===== src/design/lpd_pkg.sv =====
package lpd_pkg;

  // Field widths fixed by the interface
  localparam int SAMPLE_W = 8;
  localparam int CHAN_W   = 3;
  localparam int GAP_W    = 16;
  localparam int IDX_W    = 6;
  localparam int OUT_CNT_W = 16;
  localparam int FILT_W   = 15;
  localparam int SHIFT_W  = 32;
  localparam int HIST_LEN = 6;
  localparam int POLY_SLOTS = 64;

  // Command queue between front and back
  localparam int QUEUE_DEPTH = 2;

  // Configuration register byte addresses
  localparam logic [3:0] ADDR_CHANNEL   = 4'h0;
  localparam logic [3:0] ADDR_MIN_GAP   = 4'h4;
  localparam logic [3:0] ADDR_BURST_GAP = 4'h8;

  // Register reset values
  localparam logic [CHAN_W-1:0] CHANNEL_RESET   = 3'd0;
  localparam logic [GAP_W-1:0]  MIN_GAP_RESET   = 16'd10;
  localparam logic [GAP_W-1:0]  BURST_GAP_RESET = 16'd100;

  // FIR taps scaled by 10000, oldest first
  localparam logic signed [FILT_W-1:0] FIR_COEF [HIST_LEN] = '{
    15'sd280, 15'sd1597, 15'sd2779, 15'sd3396, 15'sd2779, 15'sd1597
  };

  // Candidate polynomials; unused slots are zero
  localparam logic [SHIFT_W-1:0] POLY_TABLE [POLY_SLOTS] = '{
    32'h0001D258, 32'h00017E04, 32'h0001FF6B, 32'h00013F67,
    32'h0001B9EE, 32'h000198D1, 32'h000178C7, 32'h00018A55,
    32'h00015777, 32'h0001D911, 32'h00015769, 32'h0001991F,
    32'h00012BD0, 32'h0001CF73, 32'h0001365D, 32'h000197F5,
    32'h000194A0, 32'h0001B279, 32'h00013A34, 32'h0001AE41,
    32'h000180D4, 32'h00017891, 32'h00012E64, 32'h00017C72,
    32'h00019C6D, 32'h00013F32, 32'h0001AE14, 32'h00014E76,
    32'h00013C97, 32'h000130CB, 32'h00013750, 32'h0001CB8D,
    32'h000D3675, 32'h00090C2D, 32'h0, 32'h0,
    32'h0, 32'h0, 32'h0, 32'h0, 32'h0, 32'h0, 32'h0, 32'h0,
    32'h0, 32'h0, 32'h0, 32'h0, 32'h0, 32'h0, 32'h0, 32'h0,
    32'h0, 32'h0, 32'h0, 32'h0, 32'h0, 32'h0, 32'h0, 32'h0,
    32'h0, 32'h0, 32'h0, 32'h0
  };

  // Work handed from front to back
  typedef enum logic {
    CMD_SHIFT,
    CMD_REPORT
  } cmd_op_t;

  typedef struct packed {
    cmd_op_t op;
    logic    bit_in;
  } cmd_t;

  // Back-end sequencer
  typedef enum logic {
    BK_RUN,
    BK_SEARCH
  } back_state_t;

endpackage


===== src/design/lpd_front.sv =====
module lpd_front (
  input  logic                         clk,
  input  logic                         rst,
  input  logic [lpd_pkg::SAMPLE_W-1:0] sample_byte,
  input  logic                         in_valid,
  output logic                         in_stall,
  input  logic [lpd_pkg::CHAN_W-1:0]   channel_select,
  input  logic [lpd_pkg::GAP_W-1:0]    min_symbol_gap,
  input  logic [lpd_pkg::GAP_W-1:0]    burst_gap,
  input  logic                         q_full,
  output logic                         push,
  output lpd_pkg::cmd_t                push_cmd
);

  // FIR history: per tap a nonzero flag and a sign (oldest at index 0)
  logic [lpd_pkg::HIST_LEN-1:0] hist_val;
  logic [lpd_pkg::HIST_LEN-1:0] hist_neg;
  logic [lpd_pkg::HIST_LEN-1:0] hist_val_next;
  logic [lpd_pkg::HIST_LEN-1:0] hist_neg_next;
  logic signed [lpd_pkg::FILT_W-1:0] prev_filt;
  logic signed [lpd_pkg::FILT_W-1:0] filt;
  logic [lpd_pkg::GAP_W-1:0] gap;
  logic [lpd_pkg::GAP_W-1:0] gap_inc;
  logic take;
  logic x_pos;
  logic sign_edge;
  logic fire;

  assign in_stall = q_full;
  assign take     = in_valid && !q_full;

  // Channel pick, FIR and edge classification
  always_comb begin
    logic signed [lpd_pkg::FILT_W-1:0] acc;
    x_pos         = sample_byte[channel_select];
    hist_val_next = {1'b1, hist_val[lpd_pkg::HIST_LEN-1:1]};
    hist_neg_next = {~x_pos, hist_neg[lpd_pkg::HIST_LEN-1:1]};
    acc = '0;
    for (int j = 0; j < lpd_pkg::HIST_LEN; j++) begin
      if (hist_val_next[j]) begin
        if (hist_neg_next[j]) acc = acc - lpd_pkg::FIR_COEF[j];
        else acc = acc + lpd_pkg::FIR_COEF[j];
      end
    end
    filt = acc;

    sign_edge = (x_pos && prev_filt[lpd_pkg::FILT_W-1]) ||
                (!x_pos && !prev_filt[lpd_pkg::FILT_W-1] && (prev_filt != '0));
    gap_inc   = (&gap) ? gap : gap + 1'b1;
    fire      = sign_edge && (gap_inc > min_symbol_gap);

    push            = take && fire;
    push_cmd.op     = (gap_inc > burst_gap) ? lpd_pkg::CMD_REPORT : lpd_pkg::CMD_SHIFT;
    push_cmd.bit_in = !filt[lpd_pkg::FILT_W-1] && (filt != '0);
  end

  // Front state
  always_ff @(posedge clk) begin
    if (rst) begin
      hist_val  <= '0;
      hist_neg  <= '0;
      prev_filt <= '0;
      gap       <= '0;
    end else if (take) begin
      hist_val  <= hist_val_next;
      hist_neg  <= hist_neg_next;
      prev_filt <= filt;
      gap       <= fire ? '0 : gap_inc;
    end
  end

endmodule


===== src/design/lpd_queue.sv =====
module lpd_queue (
  input  logic          clk,
  input  logic          rst,
  input  logic          push,
  input  lpd_pkg::cmd_t push_cmd,
  input  logic          pop,
  output lpd_pkg::cmd_t head,
  output logic          full,
  output logic          empty
);

  localparam int PTR_W = (lpd_pkg::QUEUE_DEPTH > 1) ? $clog2(lpd_pkg::QUEUE_DEPTH) : 1;
  localparam int CNT_W = $clog2(lpd_pkg::QUEUE_DEPTH + 1);

  lpd_pkg::cmd_t slots [lpd_pkg::QUEUE_DEPTH];
  logic [PTR_W-1:0] wr_ptr;
  logic [PTR_W-1:0] rd_ptr;
  logic [CNT_W-1:0] fill;

  assign full  = (fill == CNT_W'(lpd_pkg::QUEUE_DEPTH));
  assign empty = (fill == '0);
  assign head  = slots[rd_ptr];

  // Entry storage
  always_ff @(posedge clk) begin
    if (push) slots[wr_ptr] <= push_cmd;
  end

  // Pointers and fill level
  always_ff @(posedge clk) begin
    if (rst) begin
      wr_ptr <= '0;
      rd_ptr <= '0;
      fill   <= '0;
    end else begin
      if (push) begin
        wr_ptr <= (wr_ptr == PTR_W'(lpd_pkg::QUEUE_DEPTH - 1)) ? '0 : wr_ptr + 1'b1;
      end
      if (pop) begin
        rd_ptr <= (rd_ptr == PTR_W'(lpd_pkg::QUEUE_DEPTH - 1)) ? '0 : rd_ptr + 1'b1;
      end
      if (push && !pop) fill <= fill + 1'b1;
      else if (pop && !push) fill <= fill - 1'b1;
    end
  end

endmodule


===== src/design/lpd_back.sv =====
module lpd_back #(
  parameter int NUM_POLYS   = 34,
  parameter int COUNT_WIDTH = 16
) (
  input  logic                          clk,
  input  logic                          rst,
  input  lpd_pkg::cmd_t                 head,
  input  logic                          empty,
  output logic                          pop,
  output logic [lpd_pkg::IDX_W-1:0]     best_index,
  output logic [lpd_pkg::OUT_CNT_W-1:0] best_count,
  output logic                          data_bit,
  output logic                          out_valid,
  input  logic                          out_stall
);

  localparam int LEVELS = (NUM_POLYS > 1) ? $clog2(NUM_POLYS) : 1;
  localparam int LEAVES = 1 << LEVELS;
  localparam int WAIT_W = $clog2(LEVELS + 1);
  localparam int EXT_W  = (COUNT_WIDTH > lpd_pkg::OUT_CNT_W) ? COUNT_WIDTH : lpd_pkg::OUT_CNT_W;

  lpd_pkg::back_state_t state, state_next;
  logic [WAIT_W-1:0] wait_cnt, wait_cnt_next;
  logic [lpd_pkg::SHIFT_W-1:0] shift_reg;
  logic [lpd_pkg::SHIFT_W-1:0] shift_next;
  logic [COUNT_WIDTH-1:0] counts [NUM_POLYS];
  logic do_shift;
  logic do_report;
  logic out_free;

  // Argmax tree
  logic [COUNT_WIDTH-1:0]   leaf_cnt [LEAVES];
  logic [lpd_pkg::IDX_W-1:0] leaf_idx [LEAVES];
  logic [COUNT_WIDTH-1:0]   node_cnt [LEVELS][LEAVES/2];
  logic [lpd_pkg::IDX_W-1:0] node_idx [LEVELS][LEAVES/2];
  logic [EXT_W-1:0] best_ext;

  assign out_free   = !out_valid || !out_stall;
  assign shift_next = {shift_reg[lpd_pkg::SHIFT_W-2:0], head.bit_in};

  // Sequencer: a shift at the head is popped at once, a report waits for the tree
  always_comb begin
    state_next    = state;
    wait_cnt_next = wait_cnt;
    pop           = 1'b0;
    do_shift      = 1'b0;
    do_report     = 1'b0;
    unique case (state)
      lpd_pkg::BK_RUN: begin
        if (!empty) begin
          if (head.op == lpd_pkg::CMD_SHIFT) begin
            pop      = 1'b1;
            do_shift = 1'b1;
          end else begin
            state_next    = lpd_pkg::BK_SEARCH;
            wait_cnt_next = WAIT_W'(1);
          end
        end
      end
      lpd_pkg::BK_SEARCH: begin
        if (wait_cnt == WAIT_W'(LEVELS)) begin
          if (out_free) begin
            pop        = 1'b1;
            do_report  = 1'b1;
            state_next = lpd_pkg::BK_RUN;
          end
        end else begin
          wait_cnt_next = wait_cnt + 1'b1;
        end
      end
      default: state_next = lpd_pkg::BK_RUN;
    endcase
  end

  always_ff @(posedge clk) begin
    if (rst) begin
      state    <= lpd_pkg::BK_RUN;
      wait_cnt <= '0;
    end else begin
      state    <= state_next;
      wait_cnt <= wait_cnt_next;
    end
  end

  // Demodulated bit register
  always_ff @(posedge clk) begin
    if (rst) shift_reg <= '0;
    else if (do_report) shift_reg <= '0;
    else if (do_shift) shift_reg <= shift_next;
  end

  // One saturating hit counter per polynomial
  for (genvar j = 0; j < NUM_POLYS; j++) begin : g_cnt
    logic even;
    assign even = ~^(shift_next & lpd_pkg::POLY_TABLE[j]);
    always_ff @(posedge clk) begin
      if (rst || do_report) counts[j] <= '0;
      else if (do_shift && even && !(&counts[j])) counts[j] <= counts[j] + 1'b1;
    end
  end

  // Tree leaves; padding slots count zero and never win a tie
  for (genvar j = 0; j < LEAVES; j++) begin : g_leaf
    if (j < NUM_POLYS) begin : g_real
      assign leaf_cnt[j] = counts[j];
    end else begin : g_pad
      assign leaf_cnt[j] = '0;
    end
    assign leaf_idx[j] = lpd_pkg::IDX_W'(j);
  end

  // Registered compare levels; right side wins only on a strictly larger count
  for (genvar l = 0; l < LEVELS; l++) begin : g_lvl
    for (genvar n = 0; n < (LEAVES >> (l + 1)); n++) begin : g_node
      logic [COUNT_WIDTH-1:0]    lc, rc;
      logic [lpd_pkg::IDX_W-1:0] li, ri;
      if (l == 0) begin : g_first
        assign lc = leaf_cnt[2*n];
        assign rc = leaf_cnt[2*n+1];
        assign li = leaf_idx[2*n];
        assign ri = leaf_idx[2*n+1];
      end else begin : g_inner
        assign lc = node_cnt[l-1][2*n];
        assign rc = node_cnt[l-1][2*n+1];
        assign li = node_idx[l-1][2*n];
        assign ri = node_idx[l-1][2*n+1];
      end
      always_ff @(posedge clk) begin
        if (rc > lc) begin
          node_cnt[l][n] <= rc;
          node_idx[l][n] <= ri;
        end else begin
          node_cnt[l][n] <= lc;
          node_idx[l][n] <= li;
        end
      end
    end
  end

  assign best_ext = EXT_W'(node_cnt[LEVELS-1][0]);

  // Output register
  always_ff @(posedge clk) begin
    if (rst) out_valid <= 1'b0;
    else if (do_report) out_valid <= 1'b1;
    else if (!out_stall) out_valid <= 1'b0;
  end

  always_ff @(posedge clk) begin
    if (do_report) begin
      best_index <= node_idx[LEVELS-1][0];
      best_count <= best_ext[lpd_pkg::OUT_CNT_W-1:0];
      data_bit   <= node_idx[LEVELS-1][0][0];
    end
  end

endmodule


===== src/design/lfsr_polynomial_detector_unit.sv =====
// Throughput: one sample item per cycle while the queue is not full; a non-edge or
// shifting edge never holds the input itself. A reporting edge keeps the back end busy
// while the argmax tree settles through its registered compare levels, plus any output
// stall; the two-entry queue holds the report and one more edge, then stalls.
// Reset (rst, synchronous, active high) clears filter history, gap, bit register, counters,
// the queue and output valid, and loads channel 0, minimum gap 10, burst gap 100.
module lfsr_polynomial_detector_unit #(
  parameter int NUM_POLYS   = 34,
  parameter int COUNT_WIDTH = 16
) (
  input  logic        clk,
  input  logic        rst,
  // sample channel
  input  logic [7:0]  sample_byte,
  input  logic        in_valid,
  output logic        in_stall,
  // report channel
  output logic [5:0]  best_index,
  output logic [15:0] best_count,
  output logic        data_bit,
  output logic        out_valid,
  input  logic        out_stall,
  // configuration
  input  logic        psel,
  input  logic        penable,
  input  logic        pwrite,
  input  logic [3:0]  paddr,
  input  logic [31:0] pwdata,
  output logic [31:0] prdata,
  output logic        pready
);

  logic [lpd_pkg::CHAN_W-1:0] channel_select;
  logic [lpd_pkg::GAP_W-1:0]  min_symbol_gap;
  logic [lpd_pkg::GAP_W-1:0]  burst_gap;
  logic cfg_wr;
  logic q_full;
  logic q_empty;
  logic push;
  logic pop;
  lpd_pkg::cmd_t push_cmd;
  lpd_pkg::cmd_t head;

  assign pready = 1'b1;
  assign cfg_wr = psel && penable && pwrite;

  // Configuration registers
  always_ff @(posedge clk) begin
    if (rst) begin
      channel_select <= lpd_pkg::CHANNEL_RESET;
      min_symbol_gap <= lpd_pkg::MIN_GAP_RESET;
      burst_gap      <= lpd_pkg::BURST_GAP_RESET;
    end else if (cfg_wr) begin
      unique case (paddr)
        lpd_pkg::ADDR_CHANNEL:   channel_select <= pwdata[lpd_pkg::CHAN_W-1:0];
        lpd_pkg::ADDR_MIN_GAP:   min_symbol_gap <= pwdata[lpd_pkg::GAP_W-1:0];
        lpd_pkg::ADDR_BURST_GAP: burst_gap      <= pwdata[lpd_pkg::GAP_W-1:0];
        default: ;
      endcase
    end
  end

  // Register readback
  always_comb begin
    unique case (paddr)
      lpd_pkg::ADDR_CHANNEL:   prdata = 32'(channel_select);
      lpd_pkg::ADDR_MIN_GAP:   prdata = 32'(min_symbol_gap);
      lpd_pkg::ADDR_BURST_GAP: prdata = 32'(burst_gap);
      default:                 prdata = '0;
    endcase
  end

  lpd_front u_front (
    .clk            (clk),
    .rst            (rst),
    .sample_byte    (sample_byte),
    .in_valid       (in_valid),
    .in_stall       (in_stall),
    .channel_select (channel_select),
    .min_symbol_gap (min_symbol_gap),
    .burst_gap      (burst_gap),
    .q_full         (q_full),
    .push           (push),
    .push_cmd       (push_cmd)
  );

  lpd_queue u_queue (
    .clk      (clk),
    .rst      (rst),
    .push     (push),
    .push_cmd (push_cmd),
    .pop      (pop),
    .head     (head),
    .full     (q_full),
    .empty    (q_empty)
  );

  lpd_back #(
    .NUM_POLYS   (NUM_POLYS),
    .COUNT_WIDTH (COUNT_WIDTH)
  ) u_back (
    .clk        (clk),
    .rst        (rst),
    .head       (head),
    .empty      (q_empty),
    .pop        (pop),
    .best_index (best_index),
    .best_count (best_count),
    .data_bit   (data_bit),
    .out_valid  (out_valid),
    .out_stall  (out_stall)
  );

endmodule

===== config.mk =====
export PLATFORM = sky130hd
export DESIGN_NAME = lfsr_polynomial_detector_unit
export DESIGN_NICKNAME = d
export VERILOG_FILES = /design/src/design/lpd_pkg.sv /design/src/design/lpd_front.sv /design/src/design/lpd_queue.sv /design/src/design/lpd_back.sv /design/src/design/lfsr_polynomial_detector_unit.sv
export SDC_FILE = /design/constraint.sdc
export NUM_CORES = 2
export LEC_CHECK = 0
export ABC_AREA = 1
export BUFFER_PORTS_ARGS = -buffer_cell sky130_fd_sc_hd__buf_2
export CORE_MARGIN = 2
export CORE_UTILIZATION = 54
export CTS_CLUSTER_DIAMETER = 60
export DETAILED_ROUTE_END_ITERATION = 10
export PLACE_DENSITY_LB_ADDON = 0.25
export RECOVER_POWER = 50
export SYNTH_ARGS = -nofsm -noshare
export SYNTH_HDL_FRONTEND = slang
export SYNTH_MEMORY_MAX_BITS = 65536
export SYNTH_SLANG_ARGS = --single-unit

===== constraint.sdc =====
create_clock -name clk -period 9.1 [get_ports clk]
set_input_delay 1.82 -clock clk [delete_from_list [all_inputs] [get_ports clk]]
set_output_delay 1.82 -clock clk [all_outputs]
set_load 0.05 [all_outputs]

==> run summary <==
Entering global routing, the biggest net connects 59 pins. The worst hold path terminates at u_back.node_cnt[1][135]. The floorplan die width was 370 um; the number of buffers added on ports was 75. Layout-stage area growth over the synthesis result: 9.33%. The share of the core filled with cells was 0.594; the worst-case vdd ir drop was 0.189 mV. The initial antenna violation count is 2.

Row generation in the floorplan step produced 134 rows. The run finished, with violations left. Counting distinct cell types in the post-synthesis netlist gives 69.

The logs give 0 for the number of hold-slack violations in the final timing report and 4 for the number of levels the H-tree was split into. The library cell used most frequently in the layout, excluding fill and tap cells, is sky130_fd_sc_hd__nand2_1. The floorplan step defined a die boundary enclosing 137000 sq um.

Prior to clock tree synthesis, the placed netlist has a worst setup slack of 2.48 ns. The register with the most flip-flops in the final layout is u_back.node_cnt. The share of async-settable or async-resettable flops after synthesis was 0. The multi-input combinational cells in the finished layout cover a total of 34500 sq um.

For the sequential cell area fraction in the yosys report, the log shows 0.448. After layout, the worst setup slack is 1.42 ns. The run gives 0 as the total congestion overflow after global routing.

Summed over all nets, the half-perimeter wirelength after detailed placement is 124000 um. The run gives 0.130 GHz as the maximum frequency from static timing analysis. The main combinational cell family by area after synthesis was simple AND/OR/NAND/NOR gates. The dominant register cell in the synthesized netlist was sky130_fd_sc_hd__dfxtp_1. The multiplexer fraction of the synthesized cell area came out at 0. Summing all flip-flop and latch instances after layout gives 32400 sq um. The run gives 76 as the total count of max-transition violations in the final report. The startpoint identified for the worst hold timing path is u_back.node_cnt[0][7]. The post-synthesis compound-gate area fraction was 0.0931. The run gives 0.238 as the all-layer global routing usage. The die is 370 um tall. The worst setup path is of the input port to flop kind. The final reports fail on capacitance limit, slew limit. The fraction of the mapped netlist area in simple logic gates is 0.210.

The first TritonRoute pass finished after 8 iterations. Shortest clock period the worst path allows after layout: 7.68 ns. In this run, synthesis inferred 570 flip-flops with an integrated enable. The clock input transition at the sequential cells of the worst setup and hold paths works out to 0.06 ns. Number of cells traversed by the worst register-to-register path: 40. After detailed routing, the number of remaining DRC violations is 0. The run gives -0.703 as the headroom to the max-slew limit. Buffers added to address setup during post-CTS repair amount to 0.

At the worst endpoint, the arrival time is 8.04 ns. STA classifies the critical path endpoint as a flop. The data required time at the worst endpoint was 9.46 ns.

The worst register-to-register path begins at u_front.hist_neg[3]. The total of endpoints with negative setup slack in the final report came out at 0. Fill cells in the final layout number 11600. In this run the worst setup path begins at rst.

The largest registers in the layout are u_back.node_cnt (592), u_back.counts (544), u_back.node_idx (68). Leaving out fill and tap cells, the most frequent cells in the layout are sky130_fd_sc_hd__nand2_1, sky130_fd_sc_hd__inv_1, sky130_fd_sc_hd__nor2_1. In the final routed layout, each cell accounts on average for 15.6 um.

In this run the critical register-to-register path is captured at u_queue.slots[1][0]. The run gives 109 as the I/O pin total. Number of cells produced by synthesis: 8638.

Routability-driven placement finished with a final weighted congestion of 0.899. In this run the clock root is driven by a sky130_fd_sc_hd__clkbuf_16. After detailed routing, the number of vias per cell comes to 5.31.

For the starting density of the core, the log shows 0.544. The tools report the number of synthesis warnings as 0. In this run the worst path has a maximum fanout of 58.

The logs give 0 for the post-detailed-route count of antenna-violating nets and 0 for the post-cts resize count. Number of flip-flops under the largest register name: 592. Summed over all failing endpoints, the final setup total negative slack is 0 ns.

The ratio of total power to cell area works out to 211 nW/um^2. Number of global-route vias before repair: 53500. The clock latency on the worst-skew pair was 0.80 ns; the average cell area after synthesis was 8.39 sq um. The region available for standard cell placement spans 133000 sq um.

The summed instance area of the synthesized netlist is 72400 sq um, and the count of nets after finishing is 9394. Along the worst hold path, the cell count comes to 0. In this run the static leakage power is 34.6 nW. Setup repair after global routing left no endpoint under its margin. The run gives 3876 as the iteration-0 DRC count of the detailed router. The run gives 148 as the number of clock buffers inserted by TritonCTS. The clock arrives with 0.0458 ns of skew. The slack of the worst reg-to-reg path came out at 2.42 ns. The actual transition at the worst max-transition pin is 2.55 ns, and the worst-case clock buffer depth is 3.

Across all layers, the routed design uses 56200 vias. The number of hold buffers added after CTS was 0. Summed over all layers, the routed wires come to 165000 um. TritonCTS built the clock tree. The adder and majority cell fraction of the synthesized area was 0.113; the fraction of the cycle the final worst path needs was 0.844. The tools report the count of clock tree sinks as 1335.

The synthesized flop and latch total is 1335. The first global-routing pass estimated 268000 um of wire. The worst setup path is launched from an input port.

The fraction of layout cells with a size suffix above 1 was 0.0557; the number of maximum-capacitance violations was 2. The xor/xnor share of the synthesized area was 0.0587. The path class of the tightest hold or removal check is flop to flop.
[per-stage QoR]
stage / area (sq um) / hold slack (ns) / power [mW] / instances
3_5_place_dp: 74200 / 0.312 / 10.6 / 10300
6_report: 79200 / 0.323 / 16.7 / 10600
4_1_cts: 79300 / 0.322 / 16.8 / 10600
5_1_grt: 79200 / 0.329 / 17.6 / 10600
2_1_floorplan: 72500 / 0.310 / 9.64 / 8653
3_3_place_gp: 74200 / 0.312 / 10.5 / 10300
[synthesized netlist by cell type (9+ instances only)]
| cell type | n | share of area |
|---|---|---|
| sky130_fd_sc_hd__nand2_1 | 1756 | 0.091 |
| sky130_fd_sc_hd__dfxtp_1 | 765 | 0.21 |
| sky130_fd_sc_hd__nor4_1 | 29 | 0.0025 |
| sky130_fd_sc_hd__o21a_1 | 17 | 0.0018 |
| sky130_fd_sc_hd__o211ai_1 | 31 | 0.0032 |
| sky130_fd_sc_hd__clkbuf_1 | 130 | 0.0067 |
| sky130_fd_sc_hd__nand3b_1 | 17 | 0.0018 |
| sky130_fd_sc_hd__a31oi_1 | 24 | 0.0021 |
| sky130_fd_sc_hd__inv_1 | 1158 | 0.060 |
| sky130_fd_sc_hd__o221ai_1 | 16 | 0.0019 |
| sky130_fd_sc_hd__o21ai_1 | 10 | 0.00069 |
| sky130_fd_sc_hd__xor2_2 | 11 | 0.0025 |
| sky130_fd_sc_hd__edfxtp_1 | 570 | 0.24 |
| sky130_fd_sc_hd__o21ai_0 | 643 | 0.044 |
| sky130_fd_sc_hd__nand4_1 | 146 | 0.013 |
| sky130_fd_sc_hd__nor3b_1 | 22 | 0.0023 |
| sky130_fd_sc_hd__buf_6 | 26 | 0.0040 |
| sky130_fd_sc_hd__a21o_1 | 16 | 0.0017 |
| sky130_fd_sc_hd__nor2_2 | 34 | 0.0029 |
| sky130_fd_sc_hd__o21bai_1 | 11 | 0.0011 |
| sky130_fd_sc_hd__buf_1 | 9 | 0.00047 |
| sky130_fd_sc_hd__o22ai_1 | 14 | 0.0012 |
| sky130_fd_sc_hd__nor3_2 | 13 | 0.0018 |
| sky130_fd_sc_hd__nor2_4 | 11 | 0.0017 |
| sky130_fd_sc_hd__nor3_1 | 222 | 0.015 |
| sky130_fd_sc_hd__inv_2 | 14 | 0.00073 |
| sky130_fd_sc_hd__o31ai_1 | 13 | 0.0013 |
| sky130_fd_sc_hd__xor2_1 | 360 | 0.044 |
| sky130_fd_sc_hd__nand3_1 | 384 | 0.027 |
| sky130_fd_sc_hd__nand2_2 | 36 | 0.0031 |
| sky130_fd_sc_hd__xnor2_1 | 84 | 0.010 |
| sky130_fd_sc_hd__a211oi_1 | 28 | 0.0029 |
| sky130_fd_sc_hd__nor2_1 | 810 | 0.042 |
| sky130_fd_sc_hd__a21oi_1 | 401 | 0.028 |
| sky130_fd_sc_hd__or2_2 | 32 | 0.0028 |
| sky130_fd_sc_hd__ha_1 | 649 | 0.11 |
| sky130_fd_sc_hd__buf_4 | 29 | 0.0030 |
| sky130_fd_sc_hd__buf_2 | 20 | 0.0014 |
[cell type report]
cell class,instances,area share
multi-input cells,5921,0.435
inverters,1182,0.0561
clock inverters,76,0.0108
repair buffers,102,0.00660
well taps,1768,0.0279
diodes,1,0.0000316
clock buffers,199,0.0537
flip-flops and latches,1335,0.409
[kinds of logic after synthesis]
| kind of cell | after synthesis |
|---|---|
| compound gates | 1249 |
| xor+xnor | 463 |
| fa+ha+maj | 653 |
| buf+inv | 1397 |
| flops | 1335 |
| other cells | 2 |
| simple gates | 3539 |
[power breakdown]
group          leakage (nW)  internal, mW  switching, mW  total, mW
Clock                  2.48          3.51           2.62       6.13
Combinational          19.9          1.02           2.09       3.11
Sequential             12.2          6.97          0.487       7.46
Total                  34.6          11.5           5.19       16.7
[metal layers]
layer | wire [um] | GRT usage
met1 | 76400 | 0.323
met2 | 76200 | 0.391
met3 | 8220 | 0.0365
met4 | 4260 | 0.0740
met5 | 0 | 0
[worst max path at each step]
stage	cells past startpoint	endpoint	slack [ns]
after floorplan	39	u_queue.slots[0][0]	3.49
after global placement	40	u_queue.slots[0][0]	2.47
after detailed placement	40	u_queue.slots[1][0]	2.48
after CTS	40	u_queue.slots[1][0]	2.46
after global routing	9	u_back.counts[10][23]	0.99
final	8	u_back.counts[5][16]	1.42
[worst max-delay path, stage by stage]
cell                       delay, ns
sky130_fd_sc_hd__clkbuf_1       0.54
sky130_fd_sc_hd__inv_1          0.17
sky130_fd_sc_hd__clkbuf_1       1.83
sky130_fd_sc_hd__nand2_1        1.09
sky130_fd_sc_hd__clkbuf_1       0.56
sky130_fd_sc_hd__inv_4          0.65
sky130_fd_sc_hd__buf_4          0.65
sky130_fd_sc_hd__nand2_1        0.62
Note: power is estimated with default switching activity, not from simulation.
